$ cat config.mk
export PLATFORM = sky130hd
export DESIGN_NAME = fixed_timestep_accumulator
export DESIGN_NICKNAME = d
export VERILOG_FILES = /design/src/rtl/fta_pkg.sv /design/src/rtl/fta_divider.sv /design/src/rtl/fta_datapath.sv /design/src/rtl/fta_ctrl.sv /design/src/rtl/fixed_timestep_accumulator.sv
export SDC_FILE = /design/constraint.sdc
export NUM_CORES = 2
export LEC_CHECK = 0
export BUFFER_PORTS_ARGS = -buffer_cell sky130_fd_sc_hd__buf_2
export CAP_MARGIN = 20
export CORE_UTILIZATION = 30
export CTS_CLUSTER_SIZE = 24
export DETAILED_ROUTE_END_ITERATION = 10
export MAX_ROUTING_LAYER = met4
export PLACE_DENSITY = 0.48
export SLEW_MARGIN = 20
export SYNTH_ARGS = -nofsm -noshare
export SYNTH_HDL_FRONTEND = slang
export SYNTH_HIERARCHICAL = 1
export SYNTH_SLANG_ARGS = --single-unit
$ cat constraint.sdc
create_clock -name aclk -period 26.4 [get_ports aclk]
set_clock_uncertainty 0.2 [all_clocks]
set_input_delay 2.64 -clock aclk [delete_from_list [all_inputs] [get_ports aclk]]
set_output_delay 2.64 -clock aclk [all_outputs]
set_load 0.01 [all_outputs]
$ cat src/rtl/fta_pkg.sv
// Shared types, widths, codes and reset values for the fixed-timestep accumulator.
// Used by every module of the block; depends on nothing.
package fta_pkg;

    // Field and register widths.
    localparam int TS_W        = 16;   // Q8.8 time scale
    localparam int FS_W        = 20;   // fixed step length
    localparam int IV_W        = 24;   // window intervals
    localparam int DT_W        = 20;   // frame duration and step cost
    localparam int SCALE_FRAC  = 8;    // fraction bits of the time scale
    localparam int PROD_W      = DT_W + TS_W;
    localparam int SD_W        = PROD_W - SCALE_FRAC;
    localparam int TOT_W       = 56;   // scaled and fixed totals
    localparam int UNS_OUT_W   = 48;   // reported unscaled time
    localparam int CNT_W       = 32;   // frame and step counters, rates
    localparam int AVG_W       = 20;   // average step cost

    // Rate numerator: 1e6 us per second times 256 for the Q24.8 result.
    localparam int              RATE_W   = 28;
    localparam logic [RATE_W-1:0] RATE_NUM = 28'd256000000;

    // Shared divider: dividend is sized for count * RATE_NUM, one quotient bit per cycle.
    localparam int DVD_W     = CNT_W + RATE_W;
    localparam int DIV_CNT_W = $clog2(DVD_W);

    // Configuration port.
    localparam int CFG_IDX_W  = 3;
    localparam int CFG_DATA_W = 24;

    localparam logic [CFG_IDX_W-1:0] CFG_TIME_SCALE   = 3'd0;
    localparam logic [CFG_IDX_W-1:0] CFG_FIXED_STEP   = 3'd1;
    localparam logic [CFG_IDX_W-1:0] CFG_FPS_INTERVAL = 3'd2;
    localparam logic [CFG_IDX_W-1:0] CFG_PHY_INTERVAL = 3'd3;
    localparam logic [CFG_IDX_W-1:0] CFG_FPS_ENABLE   = 3'd4;
    localparam logic [CFG_IDX_W-1:0] CFG_PHY_ENABLE   = 3'd5;

    localparam logic [TS_W-1:0] TIME_SCALE_RST   = 16'd256;
    localparam logic [FS_W-1:0] FIXED_STEP_RST   = 20'd20000;
    localparam logic [IV_W-1:0] FPS_INTERVAL_RST = 24'd500000;
    localparam logic [IV_W-1:0] PHY_INTERVAL_RST = 24'd1000000;

    // Stream widths.
    localparam int S_TDATA_W = 2 * DT_W;
    localparam int M_FIELD_W = 1 + SD_W + UNS_OUT_W + 2 * TOT_W + 2 * CNT_W + AVG_W;
    localparam int M_TDATA_W = ((M_FIELD_W + 7) / 8) * 8;

    // Request kinds.
    typedef logic [1:0] req_type_t;
    localparam req_type_t REQ_FRAME = 2'd0;
    localparam req_type_t REQ_STEP  = 2'd1;
    localparam req_type_t REQ_COST  = 2'd2;

    // Division jobs.
    typedef logic [1:0] div_sel_t;
    localparam div_sel_t DSEL_FPS = 2'd0;
    localparam div_sel_t DSEL_PHY = 2'd1;
    localparam div_sel_t DSEL_AVG = 2'd2;

    // Commands from the controller to the datapath.
    typedef struct packed {
        logic      capture;
        logic      exec;
        logic      frame;
        logic      step;
        logic      div_start;
        div_sel_t  div_sel;
        logic      wb;
        div_sel_t  wb_sel;
        logic      out_load;
    } fta_cmd_t;

    // Status from the datapath to the controller.
    typedef struct packed {
        req_type_t req_type;
        logic      fps_close;
        logic      phys_close;
        logic      div_done;
    } fta_status_t;

endpackage

$ cat src/rtl/fta_divider.sv
// Restoring radix-2 divider shared by the rate and average computations.
// Depends on fta_pkg for the dividend width and step count.
module fta_divider #(
    parameter int DVS_W = 48
) (
    input  logic                     aclk,
    input  logic                     aresetn,
    input  logic                     start,
    input  logic [fta_pkg::DVD_W-1:0] dividend,
    input  logic [DVS_W-1:0]         divisor,
    output logic                     done,
    output logic [fta_pkg::DVD_W-1:0] quotient
);

    logic [DVS_W-1:0]              rem_reg, rem_next;
    logic [fta_pkg::DVD_W-1:0]     quo_reg, quo_next;
    logic [DVS_W-1:0]              dvs_reg, dvs_next;
    logic [fta_pkg::DIV_CNT_W-1:0] cnt_reg, cnt_next;
    logic                          busy_reg, busy_next;
    logic                          done_reg, done_next;

    logic [DVS_W:0] shifted;
    logic [DVS_W:0] diff;
    logic           fits;

    assign shifted = {rem_reg, quo_reg[fta_pkg::DVD_W-1]};
    assign fits    = shifted >= {1'b0, dvs_reg};
    assign diff    = shifted - {1'b0, dvs_reg};

    always_comb begin
        rem_next  = rem_reg;
        quo_next  = quo_reg;
        dvs_next  = dvs_reg;
        cnt_next  = cnt_reg;
        busy_next = busy_reg;
        done_next = 1'b0;
        if (start) begin
            rem_next  = '0;
            quo_next  = dividend;
            dvs_next  = divisor;
            cnt_next  = '0;
            busy_next = 1'b1;
        end else if (busy_reg) begin
            rem_next = fits ? diff[DVS_W-1:0] : shifted[DVS_W-1:0];
            quo_next = {quo_reg[fta_pkg::DVD_W-2:0], fits};
            cnt_next = cnt_reg + 1'b1;
            if (cnt_reg == fta_pkg::DIV_CNT_W'(fta_pkg::DVD_W - 1)) begin
                busy_next = 1'b0;
                done_next = 1'b1;
            end
        end
    end

    always_ff @(posedge aclk) begin
        if (!aresetn) begin
            busy_reg <= 1'b0;
            done_reg <= 1'b0;
            cnt_reg  <= '0;
        end else begin
            busy_reg <= busy_next;
            done_reg <= done_next;
            cnt_reg  <= cnt_next;
        end
        rem_reg <= rem_next;
        quo_reg <= quo_next;
        dvs_reg <= dvs_next;
    end

    assign done     = done_reg;
    assign quotient = quo_reg;

endmodule

$ cat src/rtl/fta_datapath.sv
// Datapath of the fixed-timestep accumulator: configuration, totals, windows,
// the scale multiplier, the shared divider and the result register.
// Depends on fta_pkg and fta_divider.
module fta_datapath #(
    parameter int AW = 48
) (
    input  logic                             aclk,
    input  logic                             aresetn,
    input  logic                             cfg_we,
    input  logic [fta_pkg::CFG_IDX_W-1:0]    cfg_index,
    input  logic [fta_pkg::CFG_DATA_W-1:0]   cfg_wdata,
    input  fta_pkg::req_type_t               in_req_type,
    input  logic [fta_pkg::S_TDATA_W-1:0]    in_data,
    input  fta_pkg::fta_cmd_t                cmd,
    output fta_pkg::fta_status_t             status,
    output logic [fta_pkg::M_TDATA_W-1:0]    out_data
);

    localparam int DT_W  = fta_pkg::DT_W;
    localparam int TOT_W = fta_pkg::TOT_W;
    localparam int CNT_W = fta_pkg::CNT_W;
    localparam int DVD_W = fta_pkg::DVD_W;

    // Configuration.
    logic [fta_pkg::TS_W-1:0] time_scale_reg, time_scale_next;
    logic [fta_pkg::FS_W-1:0] fixed_step_reg, fixed_step_next;
    logic [fta_pkg::IV_W-1:0] fps_iv_reg, fps_iv_next;
    logic [fta_pkg::IV_W-1:0] phy_iv_reg, phy_iv_next;
    logic                     fps_en_reg, fps_en_next;
    logic                     phy_en_reg, phy_en_next;

    // Captured request.
    fta_pkg::req_type_t req_type_reg, req_type_next;
    logic [DT_W-1:0]    dt_reg, dt_next;
    logic [DT_W-1:0]    cost_in_reg, cost_in_next;

    // State.
    logic [fta_pkg::SD_W-1:0]  prod_reg, prod_next;
    logic                      taken_reg, taken_next;
    logic [fta_pkg::SD_W-1:0]  last_sd_reg, last_sd_next;
    logic [AW-1:0]             unscaled_reg, unscaled_next;
    logic [TOT_W-1:0]          scaled_reg, scaled_next;
    logic [AW-1:0]             reserve_reg, reserve_next;
    logic [TOT_W-1:0]          fixed_reg, fixed_next;
    logic [CNT_W-1:0]          frame_cnt_reg, frame_cnt_next;
    logic [AW-1:0]             fps_win_reg, fps_win_next;
    logic [CNT_W-1:0]          fps_res_reg, fps_res_next;
    logic [CNT_W-1:0]          step_cnt_reg, step_cnt_next;
    logic [AW-1:0]             phy_win_reg, phy_win_next;
    logic [AW-1:0]             cost_sum_reg, cost_sum_next;
    logic [CNT_W-1:0]          phy_res_reg, phy_res_next;
    logic [fta_pkg::AVG_W-1:0] avg_res_reg, avg_res_next;
    logic                      dvs_zero_reg, dvs_zero_next;
    logic [fta_pkg::M_TDATA_W-1:0] out_reg, out_next;

    // Scale multiplier, shared by frame durations and the fixed step.
    logic [DT_W-1:0]            mul_a;
    logic [fta_pkg::PROD_W-1:0] mul_p;

    assign mul_a = (req_type_reg == fta_pkg::REQ_STEP) ? fixed_step_reg : dt_reg;
    assign mul_p = fta_pkg::PROD_W'(mul_a) * fta_pkg::PROD_W'(time_scale_reg);

    // Saturating adders.
    logic [AW:0]      unscaled_sum, reserve_sum, fps_win_sum, phy_win_sum, cost_sum_sum;
    logic [TOT_W:0]   scaled_sum, fixed_sum;
    logic [AW-1:0]    unscaled_sat, reserve_sat, fps_win_sat, phy_win_sat, cost_sum_sat;
    logic [TOT_W-1:0] scaled_sat, fixed_sat;
    logic [CNT_W-1:0] frame_inc, step_inc;

    assign unscaled_sum = {1'b0, unscaled_reg} + (AW+1)'(dt_reg);
    assign reserve_sum  = {1'b0, reserve_reg} + (AW+1)'(dt_reg);
    assign fps_win_sum  = {1'b0, fps_win_reg} + (AW+1)'(dt_reg);
    assign phy_win_sum  = {1'b0, phy_win_reg} + (AW+1)'(dt_reg);
    assign cost_sum_sum = {1'b0, cost_sum_reg} + (AW+1)'(cost_in_reg);
    assign scaled_sum   = {1'b0, scaled_reg} + (TOT_W+1)'(prod_reg);
    assign fixed_sum    = {1'b0, fixed_reg} + (TOT_W+1)'(prod_reg);

    assign unscaled_sat = unscaled_sum[AW] ? '1 : unscaled_sum[AW-1:0];
    assign reserve_sat  = reserve_sum[AW] ? '1 : reserve_sum[AW-1:0];
    assign fps_win_sat  = fps_win_sum[AW] ? '1 : fps_win_sum[AW-1:0];
    assign phy_win_sat  = phy_win_sum[AW] ? '1 : phy_win_sum[AW-1:0];
    assign cost_sum_sat = cost_sum_sum[AW] ? '1 : cost_sum_sum[AW-1:0];
    assign scaled_sat   = scaled_sum[TOT_W] ? '1 : scaled_sum[TOT_W-1:0];
    assign fixed_sat    = fixed_sum[TOT_W] ? '1 : fixed_sum[TOT_W-1:0];
    assign frame_inc    = (&frame_cnt_reg) ? frame_cnt_reg : frame_cnt_reg + 1'b1;
    assign step_inc     = (&step_cnt_reg) ? step_cnt_reg : step_cnt_reg + 1'b1;

    logic step_ok;
    assign step_ok = reserve_reg >= AW'(fixed_step_reg);

    // Division operands for the job being started.
    logic [CNT_W-1:0] rate_cnt;
    logic [DVD_W-1:0] rate_prod;
    logic [DVD_W-1:0] div_dividend;
    logic [AW-1:0]    div_divisor;
    logic             div_done;
    logic [DVD_W-1:0] div_quo;

    assign rate_cnt  = (cmd.div_sel == fta_pkg::DSEL_FPS) ? frame_cnt_reg : step_cnt_reg;
    assign rate_prod = DVD_W'(rate_cnt) * DVD_W'(fta_pkg::RATE_NUM);

    always_comb begin
        case (cmd.div_sel)
            fta_pkg::DSEL_FPS: begin
                div_dividend = rate_prod;
                div_divisor  = fps_win_reg;
            end
            fta_pkg::DSEL_PHY: begin
                div_dividend = rate_prod;
                div_divisor  = phy_win_reg;
            end
            default: begin
                div_dividend = DVD_W'(cost_sum_reg);
                div_divisor  = AW'(step_cnt_reg);
            end
        endcase
    end

    fta_divider #(
        .DVS_W (AW)
    ) u_div (
        .aclk     (aclk),
        .aresetn  (aresetn),
        .start    (cmd.div_start),
        .dividend (div_dividend),
        .divisor  (div_divisor),
        .done     (div_done),
        .quotient (div_quo)
    );

    // A zero divisor (empty window or no steps) reports zero.
    logic [CNT_W-1:0]          rate_sat;
    logic [fta_pkg::AVG_W-1:0] avg_sat;

    assign rate_sat = dvs_zero_reg ? '0 :
                      ((|div_quo[DVD_W-1:CNT_W]) ? '1 : div_quo[CNT_W-1:0]);
    assign avg_sat  = dvs_zero_reg ? '0 :
                      ((|div_quo[DVD_W-1:fta_pkg::AVG_W]) ? '1
                                                          : div_quo[fta_pkg::AVG_W-1:0]);

    // Reported unscaled time, capped at 48 bits when the accumulator is wider.
    logic [fta_pkg::UNS_OUT_W-1:0] unscaled_out;

    generate
        if (AW > fta_pkg::UNS_OUT_W) begin : g_uns_cap
            assign unscaled_out = (|unscaled_reg[AW-1:fta_pkg::UNS_OUT_W]) ? '1
                                  : unscaled_reg[fta_pkg::UNS_OUT_W-1:0];
        end else begin : g_uns_ext
            assign unscaled_out = fta_pkg::UNS_OUT_W'(unscaled_reg);
        end
    endgenerate

    always_comb begin
        time_scale_next = time_scale_reg;
        fixed_step_next = fixed_step_reg;
        fps_iv_next     = fps_iv_reg;
        phy_iv_next     = phy_iv_reg;
        fps_en_next     = fps_en_reg;
        phy_en_next     = phy_en_reg;
        req_type_next   = req_type_reg;
        dt_next         = dt_reg;
        cost_in_next    = cost_in_reg;
        prod_next       = prod_reg;
        taken_next      = taken_reg;
        last_sd_next    = last_sd_reg;
        unscaled_next   = unscaled_reg;
        scaled_next     = scaled_reg;
        reserve_next    = reserve_reg;
        fixed_next      = fixed_reg;
        frame_cnt_next  = frame_cnt_reg;
        fps_win_next    = fps_win_reg;
        fps_res_next    = fps_res_reg;
        step_cnt_next   = step_cnt_reg;
        phy_win_next    = phy_win_reg;
        cost_sum_next   = cost_sum_reg;
        phy_res_next    = phy_res_reg;
        avg_res_next    = avg_res_reg;
        dvs_zero_next   = dvs_zero_reg;
        out_next        = out_reg;

        if (cfg_we) begin
            case (cfg_index)
                fta_pkg::CFG_TIME_SCALE:   time_scale_next = cfg_wdata[fta_pkg::TS_W-1:0];
                fta_pkg::CFG_FIXED_STEP:   fixed_step_next = cfg_wdata[fta_pkg::FS_W-1:0];
                fta_pkg::CFG_FPS_INTERVAL: fps_iv_next = cfg_wdata[fta_pkg::IV_W-1:0];
                fta_pkg::CFG_PHY_INTERVAL: phy_iv_next = cfg_wdata[fta_pkg::IV_W-1:0];
                fta_pkg::CFG_FPS_ENABLE: begin
                    fps_en_next = cfg_wdata[0];
                    if (cfg_wdata[0]) begin
                        frame_cnt_next = '0;
                        fps_win_next   = '0;
                        fps_res_next   = '0;
                    end
                end
                fta_pkg::CFG_PHY_ENABLE: begin
                    phy_en_next = cfg_wdata[0];
                    if (cfg_wdata[0]) begin
                        step_cnt_next = '0;
                        phy_win_next  = '0;
                        cost_sum_next = '0;
                        phy_res_next  = '0;
                        avg_res_next  = '0;
                    end
                end
                default: ;
            endcase
        end

        if (cmd.capture) begin
            req_type_next = in_req_type;
            dt_next       = in_data[DT_W-1:0];
            cost_in_next  = in_data[2*DT_W-1:DT_W];
        end

        if (cmd.exec) begin
            prod_next  = mul_p[fta_pkg::PROD_W-1:fta_pkg::SCALE_FRAC];
            taken_next = 1'b0;
            case (req_type_reg)
                fta_pkg::REQ_FRAME: begin
                    unscaled_next = unscaled_sat;
                    reserve_next  = reserve_sat;
                    if (fps_en_reg) begin
                        frame_cnt_next = frame_inc;
                        fps_win_next   = fps_win_sat;
                    end
                    if (phy_en_reg) begin
                        phy_win_next = phy_win_sat;
                    end
                end
                fta_pkg::REQ_STEP: begin
                    if (step_ok) begin
                        taken_next   = 1'b1;
                        reserve_next = reserve_reg - AW'(fixed_step_reg);
                        if (phy_en_reg) begin
                            step_cnt_next = step_inc;
                        end
                    end
                end
                fta_pkg::REQ_COST: begin
                    if (phy_en_reg) begin
                        cost_sum_next = cost_sum_sat;
                    end
                end
                default: ;
            endcase
        end

        if (cmd.frame) begin
            last_sd_next = prod_reg;
            scaled_next  = scaled_sat;
        end

        if (cmd.step && taken_reg) begin
            fixed_next = fixed_sat;
        end

        if (cmd.div_start) begin
            dvs_zero_next = ~|div_divisor;
        end

        if (cmd.wb) begin
            case (cmd.wb_sel)
                fta_pkg::DSEL_FPS: begin
                    fps_res_next   = rate_sat;
                    frame_cnt_next = '0;
                    fps_win_next   = '0;
                end
                fta_pkg::DSEL_PHY: begin
                    phy_res_next = rate_sat;
                end
                default: begin
                    avg_res_next  = avg_sat;
                    step_cnt_next = '0;
                    phy_win_next  = '0;
                    cost_sum_next = '0;
                end
            endcase
        end

        if (cmd.out_load) begin
            out_next = fta_pkg::M_TDATA_W'({avg_res_reg, phy_res_reg, fps_res_reg,
                                            fixed_reg, scaled_reg, unscaled_out,
                                            last_sd_reg, taken_reg});
        end
    end

    always_ff @(posedge aclk) begin
        if (!aresetn) begin
            time_scale_reg <= fta_pkg::TIME_SCALE_RST;
            fixed_step_reg <= fta_pkg::FIXED_STEP_RST;
            fps_iv_reg     <= fta_pkg::FPS_INTERVAL_RST;
            phy_iv_reg     <= fta_pkg::PHY_INTERVAL_RST;
            fps_en_reg     <= 1'b0;
            phy_en_reg     <= 1'b0;
            taken_reg      <= 1'b0;
            last_sd_reg    <= '0;
            unscaled_reg   <= '0;
            scaled_reg     <= '0;
            reserve_reg    <= '0;
            fixed_reg      <= '0;
            frame_cnt_reg  <= '0;
            fps_win_reg    <= '0;
            fps_res_reg    <= '0;
            step_cnt_reg   <= '0;
            phy_win_reg    <= '0;
            cost_sum_reg   <= '0;
            phy_res_reg    <= '0;
            avg_res_reg    <= '0;
        end else begin
            time_scale_reg <= time_scale_next;
            fixed_step_reg <= fixed_step_next;
            fps_iv_reg     <= fps_iv_next;
            phy_iv_reg     <= phy_iv_next;
            fps_en_reg     <= fps_en_next;
            phy_en_reg     <= phy_en_next;
            taken_reg      <= taken_next;
            last_sd_reg    <= last_sd_next;
            unscaled_reg   <= unscaled_next;
            scaled_reg     <= scaled_next;
            reserve_reg    <= reserve_next;
            fixed_reg      <= fixed_next;
            frame_cnt_reg  <= frame_cnt_next;
            fps_win_reg    <= fps_win_next;
            fps_res_reg    <= fps_res_next;
            step_cnt_reg   <= step_cnt_next;
            phy_win_reg    <= phy_win_next;
            cost_sum_reg   <= cost_sum_next;
            phy_res_reg    <= phy_res_next;
            avg_res_reg    <= avg_res_next;
        end
        req_type_reg <= req_type_next;
        dt_reg       <= dt_next;
        cost_in_reg  <= cost_in_next;
        prod_reg     <= prod_next;
        dvs_zero_reg <= dvs_zero_next;
        out_reg      <= out_next;
    end

    assign status.req_type   = req_type_reg;
    assign status.fps_close  = fps_en_reg && (fps_win_reg >= AW'(fps_iv_reg));
    assign status.phys_close = phy_en_reg && (phy_win_reg >= AW'(phy_iv_reg));
    assign status.div_done   = div_done;
    assign out_data          = out_reg;

endmodule

$ cat src/rtl/fta_ctrl.sv
// Controller of the fixed-timestep accumulator: sequences one request through
// update, window closure divisions and the result register. Depends on fta_pkg.
module fta_ctrl (
    input  logic                 aclk,
    input  logic                 aresetn,
    input  logic                 s_tvalid,
    output logic                 s_tready,
    output logic                 m_tvalid,
    input  logic                 m_tready,
    input  fta_pkg::fta_status_t status,
    output fta_pkg::fta_cmd_t    cmd
);

    localparam logic [3:0] ST_IDLE    = 4'd0;
    localparam logic [3:0] ST_EXEC    = 4'd1;
    localparam logic [3:0] ST_FRAME   = 4'd2;
    localparam logic [3:0] ST_STEP    = 4'd3;
    localparam logic [3:0] ST_FPS_DIV = 4'd4;
    localparam logic [3:0] ST_PHY_DIV = 4'd5;
    localparam logic [3:0] ST_AVG_DIV = 4'd6;
    localparam logic [3:0] ST_OUT     = 4'd7;

    logic [3:0] state_reg, state_next;
    logic       m_valid_reg, m_valid_next;

    always_comb begin
        state_next = state_reg;
        cmd        = '0;
        case (state_reg)
            ST_IDLE: begin
                if (s_tvalid) begin
                    cmd.capture = 1'b1;
                    state_next  = ST_EXEC;
                end
            end
            ST_EXEC: begin
                cmd.exec = 1'b1;
                case (status.req_type)
                    fta_pkg::REQ_FRAME: state_next = ST_FRAME;
                    fta_pkg::REQ_STEP:  state_next = ST_STEP;
                    default:            state_next = ST_OUT;
                endcase
            end
            ST_FRAME: begin
                cmd.frame = 1'b1;
                if (status.fps_close) begin
                    cmd.div_start = 1'b1;
                    cmd.div_sel   = fta_pkg::DSEL_FPS;
                    state_next    = ST_FPS_DIV;
                end else if (status.phys_close) begin
                    cmd.div_start = 1'b1;
                    cmd.div_sel   = fta_pkg::DSEL_PHY;
                    state_next    = ST_PHY_DIV;
                end else begin
                    state_next = ST_OUT;
                end
            end
            ST_STEP: begin
                cmd.step   = 1'b1;
                state_next = ST_OUT;
            end
            ST_FPS_DIV: begin
                if (status.div_done) begin
                    cmd.wb     = 1'b1;
                    cmd.wb_sel = fta_pkg::DSEL_FPS;
                    if (status.phys_close) begin
                        cmd.div_start = 1'b1;
                        cmd.div_sel   = fta_pkg::DSEL_PHY;
                        state_next    = ST_PHY_DIV;
                    end else begin
                        state_next = ST_OUT;
                    end
                end
            end
            ST_PHY_DIV: begin
                if (status.div_done) begin
                    cmd.wb        = 1'b1;
                    cmd.wb_sel    = fta_pkg::DSEL_PHY;
                    cmd.div_start = 1'b1;
                    cmd.div_sel   = fta_pkg::DSEL_AVG;
                    state_next    = ST_AVG_DIV;
                end
            end
            ST_AVG_DIV: begin
                if (status.div_done) begin
                    cmd.wb     = 1'b1;
                    cmd.wb_sel = fta_pkg::DSEL_AVG;
                    state_next = ST_OUT;
                end
            end
            ST_OUT: begin
                if (!m_valid_reg || m_tready) begin
                    cmd.out_load = 1'b1;
                    state_next   = ST_IDLE;
                end
            end
            default: state_next = ST_IDLE;
        endcase
    end

    always_comb begin
        m_valid_next = m_valid_reg;
        if (cmd.out_load) begin
            m_valid_next = 1'b1;
        end else if (m_tready) begin
            m_valid_next = 1'b0;
        end
    end

    always_ff @(posedge aclk) begin
        if (!aresetn) begin
            state_reg   <= ST_IDLE;
            m_valid_reg <= 1'b0;
        end else begin
            state_reg   <= state_next;
            m_valid_reg <= m_valid_next;
        end
    end

    assign s_tready = (state_reg == ST_IDLE);
    assign m_tvalid = m_valid_reg;

endmodule

$ cat src/rtl/fixed_timestep_accumulator.sv
// Top level of the fixed-timestep accumulator with frame and physics rate meters.
// Depends on fta_pkg, fta_ctrl, fta_datapath (and through it fta_divider).
//
// Usage: each beat on the s_ channel is one request, selected by s_tuser:
// begin frame (adds s_tdata frame duration to the unscaled, scaled and reserve
// totals and to the enabled rate windows), try fixed step (takes one step from
// the reserve and advances the fixed time), or add a physics step cost.
// Every request gives exactly one beat on the m_ channel carrying the current
// totals and rate results. Configuration is written through cfg_we/cfg_index/
// cfg_wdata while the block is idle; writing 1 to an enable clears that window.
//
// Timing: requests are handled one at a time. A cost or unused request passes
// the execute and output states, a try-step or a frame without a window closure
// also its step or frame state. Each closing window adds a wait for a quotient
// from the shared one-bit-per-cycle divider: a frame rate closure one quotient,
// a physics closure two (rate and average).
// The result beat appears in the cycle after the request leaves the pipeline.
//
// Reset (aresetn low, synchronous) restores the configuration defaults and
// clears all totals, counters and results. A stalled receiver holds the result
// in the output register; the next request is still accepted and processed, and
// it waits in its final state only until the held result has been taken.
module fixed_timestep_accumulator #(
    parameter int ACCUM_WIDTH = 48
) (
    input  logic                           aclk,
    input  logic                           aresetn,

    // Configuration write port.
    input  logic                           cfg_we,
    input  logic [fta_pkg::CFG_IDX_W-1:0]  cfg_index,
    input  logic [fta_pkg::CFG_DATA_W-1:0] cfg_wdata,

    // Request channel.
    input  logic                           s_tvalid,
    output logic                           s_tready,
    input  logic [fta_pkg::S_TDATA_W-1:0]  s_tdata,  // frame_dt_us[19:0], step_time_us[39:20]
    input  logic [1:0]                     s_tuser,  // req_type[1:0]

    // Result channel.
    output logic                           m_tvalid,
    input  logic                           m_tready,
    // step_taken[0], scaled_delta_us[28:1], unscaled_time_us[76:29],
    // scaled_time_us[132:77], fixed_time_us[188:133], fps_value[220:189],
    // physics_fps_value[252:221], physics_step_avg_us[272:253], zero pad above
    output logic [fta_pkg::M_TDATA_W-1:0]  m_tdata
);

    fta_pkg::fta_cmd_t    cmd;
    fta_pkg::fta_status_t status;

    // The controller owns the handshakes and the sequence of steps.
    fta_ctrl u_ctrl (
        .aclk     (aclk),
        .aresetn  (aresetn),
        .s_tvalid (s_tvalid),
        .s_tready (s_tready),
        .m_tvalid (m_tvalid),
        .m_tready (m_tready),
        .status   (status),
        .cmd      (cmd)
    );

    // The datapath holds all configuration, accumulators and the result register.
    fta_datapath #(
        .AW (ACCUM_WIDTH)
    ) u_dp (
        .aclk        (aclk),
        .aresetn     (aresetn),
        .cfg_we      (cfg_we),
        .cfg_index   (cfg_index),
        .cfg_wdata   (cfg_wdata),
        .in_req_type (s_tuser),
        .in_data     (s_tdata),
        .cmd         (cmd),
        .status      (status),
        .out_data    (m_tdata)
    );

    // A result is never loaded over one that the receiver has not taken.
    a_no_overwrite: assert property (@(posedge aclk) disable iff (!aresetn)
        cmd.out_load |-> (!m_tvalid || m_tready))
        else $error("result register overwritten while stalled");

    // Only one request is in flight: ready drops right after an accept.
    a_one_in_flight: assert property (@(posedge aclk) disable iff (!aresetn)
        (s_tvalid && s_tready) |=> !s_tready)
        else $error("request accepted while another is in flight");

    // A quotient is written back only when the divider has finished.
    a_wb_after_div: assert property (@(posedge aclk) disable iff (!aresetn)
        cmd.wb |-> status.div_done)
        else $error("quotient written back before the divider finished");

    // A new division is started only in the frame step or on a finished one.
    a_div_start: assert property (@(posedge aclk) disable iff (!aresetn)
        cmd.div_start |-> (cmd.frame || status.div_done))
        else $error("divider restarted while busy");

endmodule

## Word-level counts from Yosys, hierarchy flattened

Index checks and enable logic that the tools add are counted.

| cells by class | value |
|---|---|
| $add $sub $neg | 12 |
| $mul | 2 |
| divide/modulo/power cells | 0 |
| $lt $le $gt $ge | 4 |
| eq/ne operators | 23 |
| shift operators | 0 |
| muxes and demuxes | 109 |
| bitwise gates (word level) | 2 |
| reductions and logical operators | 32 |

Operators with widths:

| cell | count |
|---|---|
| $mux W48 | 31 |
| $mux W32 | 32 |
| $add A48 B20 Y49 | 5 |
| $pmux W48 S2 | 2 |
| $mux W60 | 3 |
| $mux W20 | 8 |
| $add A56 B28 Y57 | 2 |
| $mux W56 | 2 |
| $ge A48 B24 Y1 | 2 |
| $add A32 B1 Y32 const B | 2 |
| $reduce_and A32 Y1 | 2 |
| $ge A49 B48 Y1 | 1 |
| $ge A48 B20 Y1 | 1 |
| $reduce_or A48 Y1 | 1 |
| $sub A48 B20 Y48 | 1 |
| $sub A48 B48 Y48 | 1 |
| $mul A32 B14 Y46 const B | 1 |
| $reduce_or A40 Y1 | 1 |
| $mul A20 B16 Y36 | 1 |
| $pmux W4 S8 | 1 |
| $reduce_or A28 Y1 | 1 |
| $mux W4 | 6 |
| $pmux W3 S3 | 2 |
| $eq A4 B3 Y1 const B | 4 |
| other kinds (29) | 71 |

| word-level totals | value |
|---|---|
| flip-flop bits (word level) | 1128 |
| bits in latches | 0 |
| memory bits (writable) | 0 |
| ROM bits | 0 |
| output and inout bits | 282 |
| memories kept | 0 |

## Depth between registers and ports, before layout

| depth | value |
|---|---|
| word-level depth | 10 |
| depth in mapped cells | 44 |
| depth with buffers taken out | 41 |

## By module

The synthesis kept the hierarchy.

Modules (own cells, without submodules):

| module | times used | cells an instance | area an instance (µm²) |
|---|---|---|---|
| fta_datapath | 1 | 7330 | 66103.4 |
| fta_divider | 1 | 899 | 9230.1 |
| fta_ctrl | 1 | 49 | 385.4 |

## Least setup slack after synthesis

Ideal clock, no wire load.

| path | value |
|---|---|
| path type | register to register |
| start point | reg u_dp.phy_win_reg[0] |
| end point | reg u_dp.u_div.quo_reg, in the netlist u_dp/u_div/quotient[56], data pin |
| setup time | 260 ps |
| arrival time | 9595 ps |
| required time | 25940 ps |
| setup slack | 16345 ps |
| stages on the path, launching flop included | 43 |
| period minus slack after synthesis | 10055 ps |
| cells stage by stage | dfxtp_1 inv_1 ha_1 nand2b_1 a21o_1 a21oi_1 nor2b_1 o21ai_0 nand2b_1 a2111oi_0 o221ai_1 nand4_1 a31oi_1 inv_1 nor3_1 clkbuf_1 nor2_1 clkbuf_1 [7 not listed] fa_1 inv_1 fa_1 inv_1 ha_1 fa_1 ha_1 a21o_1 a21o_1 a21o_1 a21oi_1 a2bb2oi_1 o211ai_1 a31o_2 a21o_1 xnor2_1 nor2_1 mux2_2 |

RTL lines:

| element | line | RTL |
|---|---|---|
| start, declared | fta_datapath.sv:49 | `logic [AW-1:0] phy_win_reg, phy_win_next;` |
| start signal, assigned | fta_datapath.sv:326 | `phy_win_reg <= phy_win_next;` |
| end signal, assigned | fta_divider.sv:65 | `quo_reg <= quo_next;` |
| end, declared | fta_divider.sv:16 | `logic [fta_pkg::DVD_W-1:0] quo_reg, quo_next;` |

==> qor_table.md <==
| Group | Parameter | Reported |
|:---|:---|:---|
| status | Outcome | finished clean |
| layout | Sequential standard cell area | 0.02709 sq mm |
| die | Effective utilization at floorplan | 30.15% |
| global routing | Number of global-route vias before repair | 60830 |
| layout | Post-Route Utilization | 34.16% |
| routing | Routed vias/inst | 5.240 |
| setup path | Register-to-register setup slack | 15.62 ns |
| power and ir drop | Power per unit of standard cell area | 56.93 mW/mm^2 |
| setup path | Critical Path Fanout Max | 34 |
| clock network | CTS clock-pin slew for the worst setup and hold paths | 0.06 ns |
| power and ir drop | Leakage Power | 35.35 nW |
| layout | Fraction of layout cells with a size suffix above 1 | 10.15% |
| timing | Number of setup violations in the final report | 0 |
| timing | Normalized max-slew margin | 20.65% |
| layout | Number of flip-flops under the largest register name | 273 |
| timing | Final setup TNS | 0 ns |
| die | Area of the die | 0.2544 sq mm |
| routing | Met2 routed wirelength | 112.4 mm |
| die | Area of the core | 0.2512 sq mm |
| setup path | Data arrival time of the critical path | 11.12 ns |
| routing | DRT Wirelength | 261.8 mm |
| setup path | Most frequent CP cell | sky130_fd_sc_hd__inv_1 |
| routing | Pre-antenna DRT Iters | 5 |
| layout | Area grow syn2layout | 13.31% |
| clock network | Hold-fix buffers, CTS | 0 |
| routing | Vias | 62650 |
| layout | Total area of multi-input combinational cells | 0.04456 sq mm |
| setup path | Cell class contributing the biggest share of worst-path delay | compound AO/OA/AOI/OAI gates |
| synthesis | Synthesis warning total | 6 |
| routing | Detailed router's first-iteration violation count | 4673 |
| clock network | Buffers inserted during post-CTS setup optimization | 0 |
| synthesis | Top cells by area, synth | sky130_fd_sc_hd__edfxtp_1, sky130_fd_sc_hd__dfxtp_1, sky130_fd_sc_hd__fa_1, sky130_fd_sc_hd__ha_1, sky130_fd_sc_hd__nand2_1 |
| global routing | Antenna violations before repair | 48 |
| placed design | Routability Congestion | 0.9405 |
| hold path | Hold Crit Class | register to register |
| routing | Number of antenna-violating nets in the routed design | 0 |
| timing | Top achievable clock speed | 92.74 MHz |
| placed design | I/O Buffers | 348 |
| global routing | Global-route wire length before repair | 393.5 mm |
| clock network | Clock latency on the worst-skew pair | 0.80 ns |
| placed design | DP Area | 0.08100 sq mm |
| die | Rows | 184 |
| layout | Fillcell total | 25780 |
| clock network | # H-tree levels | 4 |
| timing | Setup repair after global routing missed its margin | no |
| clock network | Post-CTS sizing | 0 |
| die | Chip height | 504.4 um |
| synthesis | Mean cell area of the mapped netlist | 9.147 sq um |
| layout | Final Cell Area | 0.08580 sq mm |
| global routing | Pin count of the biggest net entering global routing | 169 |
| routing | Met1 layer wirelength in the final routing | 126.8 mm |
| global routing | GRT Residual Overflow | 0 |
| timing | Hold slack | 0.2252 ns |
| layout | Most frequent cells in the layout | sky130_fd_sc_hd__nand2_1, sky130_fd_sc_hd__inv_1, sky130_fd_sc_hd__dfxtp_1 |
| layout | Nets | 9445 |
| setup path | Critical-path cell with the highest stage delay | sky130_fd_sc_hd__mux2i_1 |
| timing | Ratio of final minimum period to clock period | 40.84% |
| synthesis | Top flip-flop cell by instance count after synthesis | sky130_fd_sc_hd__dfxtp_1 |
| power and ir drop | Total chip power | 4.885 mW |
| routing | Mean routed wirelength per cell | 21.90 um |
| power and ir drop | Worst vdd rail ir drop | 0.05671 mV |
| setup path | Stage delay of the slowest cell on the critical path | 0.76 ns |
| timing | Number of endpoints with negative hold slack in the final report | 0 |
| routing | Highest Signal Layer | met4 |
| synthesis | Post-synthesis cell type with the largest combined area | sky130_fd_sc_hd__edfxtp_1 |
| setup path | Class of the most critical setup path | register to register |
| setup path | Nature of the critical path endpoint | register |
| routing | Detailed-routed wire length on met3 | 16.53 mm |
| clock network | CTS tree | yes |
| timing | Min Tclk post-route | 10.78 ns |
| synthesis | Proportion of synthesized chip area in sequential cells | 35.77% |
| placed design | HPWL after DPL | 196.2 mm |
| timing | Final count of pins violating max slew | 0 |
| clock network | CTS buffer count | 136 |
| synthesis | Share of synthesized flip-flops with an asynchronous set or reset | 0% |
| clock network | TritonCTS Sinks | 1127 |
| setup path | Combined buffer and inverter count along the critical path | 7 |
| synthesis | Post-synthesis instance total | 8278 |
| routing | Post-route DRC violation count | 0 |
| setup path | Required time of the critical path | 26.74 ns |
| flow run | Max-cap viol count | 0 |
| setup path | Startpoint type of the worst setup path | register |
| synthesis | Number of enable flip-flop cells after synthesis | 452 |
| synthesis | Post-synthesis instance area | 0.07572 sq mm |
| timing | Least-Margin Pin Slew | 1.160 ns |
| clock network | Deepest clock path buffer count | 3 |
| clock network | Buffer cell driving the clock tree root | sky130_fd_sc_hd__clkbuf_16 |
| synthesis | Flops & latches, synth | 1127 |
| layout | Most frequent standard cell in the layout excluding fill and tap cells | sky130_fd_sc_hd__nand2_1 |
| global routing | Tot GR Track Use | 20.67% |
| synthesis | Netlist cell types | 112 |
| die | Die Span X | 504.4 um |
| synthesis | Portion of synthesized cell area occupied by the leading cell type | 17.93% |
| die | Total I/O pin count | 356 |
[layout make-up]
cell class                 count  share of cell area [%]
clock inverter                58                  0.8750
timing repair buffer         457                   3.081
multi-input combinational   6056                   51.94
tap                         3348                   4.883
clock buffer                 194                   4.543
antenna                       23                 0.06708
sequential                  1127                   31.57
inverter                     693                   3.041
[cell usage after synthesis, types with 74 or more instances]
cell / instances
sky130_fd_sc_hd__a211oi_1: 104
sky130_fd_sc_hd__a21o_1: 160
sky130_fd_sc_hd__a21oi_1: 613
sky130_fd_sc_hd__a31oi_1: 152
sky130_fd_sc_hd__and2_1: 221
sky130_fd_sc_hd__and3_1: 125
sky130_fd_sc_hd__clkbuf_1: 343
sky130_fd_sc_hd__dfxtp_1: 675
sky130_fd_sc_hd__edfxtp_1: 452
sky130_fd_sc_hd__fa_1: 373
sky130_fd_sc_hd__ha_1: 527
sky130_fd_sc_hd__inv_1: 691
sky130_fd_sc_hd__mux2_2: 88
sky130_fd_sc_hd__mux2i_1: 128
sky130_fd_sc_hd__nand2_1: 847
sky130_fd_sc_hd__nand3_1: 188
sky130_fd_sc_hd__nand4_1: 108
sky130_fd_sc_hd__nor2_1: 615
sky130_fd_sc_hd__nor3_1: 151
sky130_fd_sc_hd__o21a_1: 75
sky130_fd_sc_hd__o21ai_0: 430
sky130_fd_sc_hd__o21bai_1: 74
sky130_fd_sc_hd__xnor2_1: 186
sky130_fd_sc_hd__xor2_1: 162
[cells by family (layout without fill, tap and decap cells)]
family,Yosys count,after routing,share of synthesized area [%]
compound gates,2017,2017,16.86
flops,1127,1127,35.77
mux,216,216,3.001
simple gates,2564,2564,16.08
xor+xnor,348,348,4.025
other cells,1,30,0.004953
fa+ha+maj,904,904,18.62
buf+inv,1101,1402,5.635
[path summary, 6_finish.rpt]
path,from,endpoint,depth (start not counted)
setup / recovery,u_dp/fps_win_reg[0],u_dp/u_div/quotient[52],40
setup reg to reg,u_dp/fps_win_reg[0],u_dp/u_div/quotient[52],40
hold reg to reg,u_dp/last_sd_reg[2],u_dp/out_data[3],0
hold / removal,u_dp/last_sd_reg[2],u_dp/out_data[3],0
[where the power goes]
part           internal, mW  leakage (nW)  total (mW)  switching, mW
registers              1.90          9.55        1.98         0.0838
clock network          1.16          2.26        1.95          0.798
logic                 0.341          23.5       0.951          0.609
[metal layers]
layer	GRT usage, %	vias to the layer above
li1	-	29590
met1	29.41	30790
met2	30.25	1935
met3	3.415	331
met4	5.104	0
met5	-	-
[through the flow]
| stage | cells | worst slack, ns |
|---|---|---|
| after detailed placement | 11680 | 15.58 |
| final | 11960 | 15.62 |
| after global routing | 11960 | 14.98 |
| after global placement | 11680 | 15.62 |
| after CTS | 11930 | 15.53 |
| after floorplan | 8284 | 16.35 |
Power figures use the tool's default switching activity.
